**config.mk**
```make
export PLATFORM = sky130hd
export DESIGN_NAME = irtm_best
export DESIGN_NICKNAME = d
export VERILOG_FILES = /design/src/rtl/irtm_pkg.sv /design/src/rtl/irtm_best.sv
export SDC_FILE = /design/constraint.sdc
export NUM_CORES = 1
export LEC_CHECK = 0
export BUFFER_PORTS_ARGS = -buffer_cell sky130_fd_sc_hd__buf_2
export CAP_MARGIN = 20
export CORE_UTILIZATION = 46
export CTS_BUF_LIST = sky130_fd_sc_hd__clkbuf_4 sky130_fd_sc_hd__clkbuf_8
export CTS_CLUSTER_SIZE = 8
export DETAILED_ROUTE_END_ITERATION = 7
export GPL_TIMING_DRIVEN = 1
export PLACE_DENSITY = 0.9
export RECOVER_POWER = 25
export REMOVE_ABC_BUFFERS = 1
export SYNTH_ARGS = -nofsm -noshare
export SYNTH_HDL_FRONTEND = slang
export SYNTH_SLANG_ARGS = --single-unit
```
**constraint.sdc**
```tcl
create_clock -name clk -period 4.35 [get_ports clk]
set_input_delay 0.435 -clock clk [delete_from_list [all_inputs] [get_ports clk]]
set_output_delay 0.435 -clock clk [all_outputs]
set_load 0.02 [all_outputs]
```
**src/rtl/irtm_pkg.sv**
```systemverilog
`timescale 1ns / 1ps
// Shared types and constants for the IPv4 range table match block.
// No dependencies; irtm_if, irtm_best and ip_range_table_match import this package.
package irtm_pkg;

  localparam int unsigned IP_W    = 32;
  localparam int unsigned SLOT_W  = 7;
  localparam int unsigned COUNT_W = 8;
  localparam int unsigned ENTRY_W = 2 * IP_W;

  // cmd field codes
  localparam logic CMD_WRITE = 1'b0;
  localparam logic CMD_QUERY = 1'b1;

  typedef enum logic [1:0] {
    ST_IDLE,
    ST_SCAN,
    ST_DRAIN,
    ST_EMIT
  } irtm_state_t;

  // sequencer to best-match tracker
  typedef struct packed {
    logic clear;
    logic sample;
  } best_ctl_t;

endpackage

```
**src/rtl/irtm_best.sv**
```systemverilog
`timescale 1ns / 1ps
// Best-match tracker: tests each entry read from the table against the query address
// and keeps the containing entry with the greatest low bound. Depends on irtm_pkg.
module irtm_best
  import irtm_pkg::*;
#(
  parameter int unsigned IDX_W = 7
) (
  input  logic             clk,
  input  logic             rst_n,
  input  best_ctl_t        ctl,
  input  logic [IP_W-1:0]  addr,
  input  logic [IDX_W-1:0] rd_idx,
  input  logic [IP_W-1:0]  rd_low,
  input  logic [IP_W-1:0]  rd_high,
  output logic             found,
  output logic [IDX_W-1:0] best_idx,
  output logic [IP_W-1:0]  best_low,
  output logic [IP_W-1:0]  best_high
);

  logic             found_r, found_nxt;
  logic [IDX_W-1:0] idx_r;
  logic [IP_W-1:0]  low_r, high_r;
  logic             take;

  // strict greater keeps the lowest slot on ties, since slots arrive in order
  assign take = ctl.sample && (rd_low <= addr) && (addr <= rd_high) &&
                (!found_r || (rd_low > low_r));

  always_comb begin
    found_nxt = found_r;
    if (ctl.clear) begin
      found_nxt = 1'b0;
    end else if (take) begin
      found_nxt = 1'b1;
    end
  end

  always_ff @(posedge clk) begin
    if (!rst_n) begin
      found_r <= 1'b0;
    end else begin
      found_r <= found_nxt;
    end
  end

  always_ff @(posedge clk) begin
    if (take && !ctl.clear) begin
      idx_r  <= rd_idx;
      low_r  <= rd_low;
      high_r <= rd_high;
    end
  end

  assign found     = found_r;
  assign best_idx  = idx_r;
  assign best_low  = low_r;
  assign best_high = high_r;

endmodule

```
* Word-level counts from Yosys, hierarchy flattened
Cells that the tools add are included.
** Operators by class
- Order comparisons :: 3
- Bitwise operators :: 1
- Reductions and logical operators :: 8
** Operators with widths (count)
- <= comparator 32 bit :: 2
- greater-than comparator 32 bit :: 1
- logical AND 1 bit :: 4
- logical NOT 1 bit :: 2
- OR reduction 2 bit :: 1
- logical OR 1 bit :: 1
- inverter 1 bit :: 1
** Word-level totals
- Register bits :: 72
- Bits of input ports :: 107
- Output and inout port bits :: 72
- Logic and storage cells :: 16

* Depth between registers and ports, before layout
- Word-level depth :: 5
- Depth in mapped cells :: 9
- Gate-level depth less buffers :: 9

* Worst setup path after synthesis
Ideal clock, no wire load.
- Path kind :: input -> register
- From :: input addr[3]
- To :: register high_r[0], in the netlist best_high[0], enable pin
- Stages :: 9
- Arrival :: 3680 ps
- Buffers on the path :: 0
- Slack :: 233 ps
- Setup time :: 437 ps
- Cells stage by stage :: inv_1 ha_1 nand4_1 or4_4 nor2_2 or4_1 o21ai_1 nor4_2 and3_1
** On the way
- Word-level cells in the longest chain between the ends :: 5
- Elaborated cells between the ends (all ways) :: 6
** RTL lines
- start: declaration :: line irtm_best.sv:12 : input logic [IP_W-1:0] addr,
- <= comparator 32 bit :: line irtm_best.sv:28 : assign take = ctl.sample && (rd_low <= addr) && (addr <= rd_high) &&
- logical AND 1 bit :: line irtm_best.sv:28
- logical AND 1 bit * (2 in a row) :: line irtm_best.sv:28
- logical AND 1 bit * :: line irtm_best.sv:49 : if (take && !ctl.clear) begin
- end signal: assignment :: line irtm_best.sv:52 : high_r <= rd_high;
- end: declaration :: line irtm_best.sv:24 : logic [IP_W-1:0] low_r, high_r;
Every way passes the cells marked *; elsewhere a longest branch is shown, timed or not.
A chain may end at the register's enable or synchronous reset.

* Worst setup path in the final report
- From :: register low_r[31], in the netlist best_low[31]
- To :: register low_r[14], in the netlist best_low[14], enable pin
** On the way
- Word-level cells in the longest chain between the ends :: 4
** RTL lines
- start: declaration :: line irtm_best.sv:24
- start signal: assignment :: line irtm_best.sv:51 : low_r <= rd_low;
- greater-than comparator 32 bit :: line irtm_best.sv:29 : (!found_r || (rd_low > low_r));
- logical OR 1 bit :: line irtm_best.sv:29
- logical AND 1 bit :: line irtm_best.sv:28
- logical AND 1 bit :: line irtm_best.sv:49
Every way passes these cells.

==> out/results.tsv <==
metric	value	unit
DRT antenna net count	0	
Die X	102	um
Synth area leaders	edfxtp_1 (46%), ha_1 (26%), inv_1 (7.8%), a21oi_1 (4.0%), nand4_1 (1.9%)	
sinks on the clock net	72	
std cell rows	36	
CP required	4390	ps
Fin. Hold Viols	0	
fin area	5800	um^2
Crit Path Max Fanout	36	
Netlist Area Pre-Place	4600	um^2
Area after DPL	5680	um^2
Final period util	0.725	
fraction of registers with async set/reset	0	
Relative slew margins	0.655	
core box area	9730	um^2
most common cell after layout, fill and taps aside	buf_2	
Worst setup EP type	register	
CP cell instances	inv_1 > ha_1 > nand4_1 > or2_2 > nor4_1 > o31ai_1 > o2111ai_1 > and3_4 > buf_12	
H-tree levels	3	
Num CTS Buffers	9	
WHS	262	ps
Iter 0 DRT Violations	122	
I/O pin count	179	
Power Density	272	nW/um^2
peak supply drop	0.000116	V
DIE AREA	10400	um^2
Post-Place Cells	728	
port buffer count	178	
clk buf depth	2	
starting density of the core	0.473	
GP Congestion	0.848	
via count	3810	
Post-route DRC	0	
CP Class	reg2reg	
max-slew violation count	0	
P&R area growth vs syn	26.1	%
clock root buffer	clkbuf_8	
Post-Layout Cell Count	744	
post-synthesis sequential area ratio	0.468	
CP max stage cell	and3_4	
outcome	complete, no violations	
Synth top area share	0.463	
nets	809	
Worst-path clk slew	80	ps
initial antenna violation count	0	
largest area contributor in the netlist	edfxtp_1	
Cells after Synth	416	
most used flip-flop cell after synthesis	edfxtp_1	
vias in the first global route	3933	
leak pwr	0.00292	uW
critical path arrival	3190	ps
YS warnings	0	
final wirelength	11400	um
Fin Clk Skew	8.19	ps
Seq cells post-synth	72	
Tmin final	3150	ps
GRT overflow	0	
GRT Overall Usage	0.228	
Worst setup SP type	register	
Tightest Pin Transition	517	ps
average vias per placed instance	5.12	
maxcap violations	0	
TritonRoute pass-1 iters	4	
synth unique cells	40	
DP Wirelength	9430	um
fill cell count	875	
RSZ-0062 raised after global routing	no	
later-pin clock latency in the skew report	350	ps
synthesized area per cell	11.1	um^2
largest net degree at the start of global routing	37	
Hold Path Class	in2reg	
antenna cells	0	
Die H	102	um
Final TNS setup	0	ps
post-cts hold buffer count	0	
post-CTS setup buffer count	0	
per-cell routed wire length	15.3	um
Max Freq	317	MHz
first-pass GRT wire length	17900	um
TritonCTS clock tree	done	
CP peak stage delay	570	ps
Resize count post-CTS	0	
number of synthesized flops with an enable pin	71	
layout cells sized above 1	0.268	
most frequent cells in the layout	buf_2 (143), inv_1 (96), ha_1 (96), edfxtp_1 (71), a21oi_1 (37)	
final setup fails	0	
## through the flow
stage | util | total power [uW] | worst slack, ps
2_1_floorplan | - | 995 | 233
3_3_place_gp | 0.584 | 1110 | 929
3_5_place_dp | 0.584 | 1140 | 915
4_1_cts | 0.601 | 1600 | 1120
5_1_grt | 0.596 | 1660 | 919
6_report | 0.596 | 1580 | 1200
## cell type report
| class | count | area (um^2) | share of cell area |
|---|---|---|---|
| Clock buffer | 11 | 139 | 0.0239 |
| Inverter | 96 | 360 | 0.0621 |
| Clock inverter | 5 | 23.8 | 0.00410 |
| Timing Repair Buffer | 179 | 867 | 0.149 |
| Tap cell | 133 | 166 | 0.0287 |
| Multi-Input combinational cell | 248 | 2090 | 0.361 |
| Sequential cell | 72 | 2150 | 0.371 |
## cell usage after synthesis, types with 2 or more instances
cell type / count
a211oi_1: 5
a21o_1: 6
a21oi_1: 37
and3_1: 2
and4_1: 5
edfxtp_1: 71
ha_1: 96
inv_1: 96
nand2_1: 19
nand2b_1: 2
nand3_1: 12
nand4_1: 14
nor2_1: 6
nor2b_1: 6
nor3_1: 2
o211ai_1: 2
o21ai_0: 11
o21bai_1: 2
## power by group
group          internal [uW]  total (uW)  switching (uW)  leakage [uW]
clock                    214         464             250     0.0000911
sequential               792         801            8.23      0.000656
combinational            128         315             187       0.00217
total                   1130        1580             446       0.00292
## logic make-up after synthesis
| group | after synthesis | synth area share |
|---|---|---|
| flops | 72 | 0.468 |
| compound gates | 74 | 0.0963 |
| simple gates | 78 | 0.0965 |
| fa+ha+maj | 96 | 0.261 |
| buf+inv | 96 | 0.0783 |
## flip-flops by register name, indices dropped and copies added, names as in the netlist
name / flops
best_low: 32
best_idx: 7
found: 1
best_high: 32
## worst max-delay path: cells and delay by family (launching register included)
kind	cells	cell delay [ps]
flip-flops	1	350
AND/OR/NAND/NOR	4	1540
adder cells (fa/ha/maj)	1	290
AO/OA/AOI/OAI	2	300
buffers and inverters	2	340
## routing by layer
layer | wire [um] | global-route usage | vias up
met3 | 637 | 0.0465 | 28
li1 | - | - | 1881
met5 | 0 | 0 | -
met4 | 311 | 0.0868 | 0
met2 | 5550 | 0.400 | 154
met1 | 4870 | 0.274 | 1747
## final timing paths
path / depth (start not counted) / slack [ps] / end / startpoint
worst max-delay path: 9 / 1200 / best_low[14] / best_low[31]
worst min-delay path: 1 / 260 / best_idx[1] / rd_idx[1]
worst max register to register: 9 / 1200 / best_low[14] / best_low[31]
worst min register to register: 1 / 590 / found / found
Note: power is estimated with default switching activity, not from simulation.
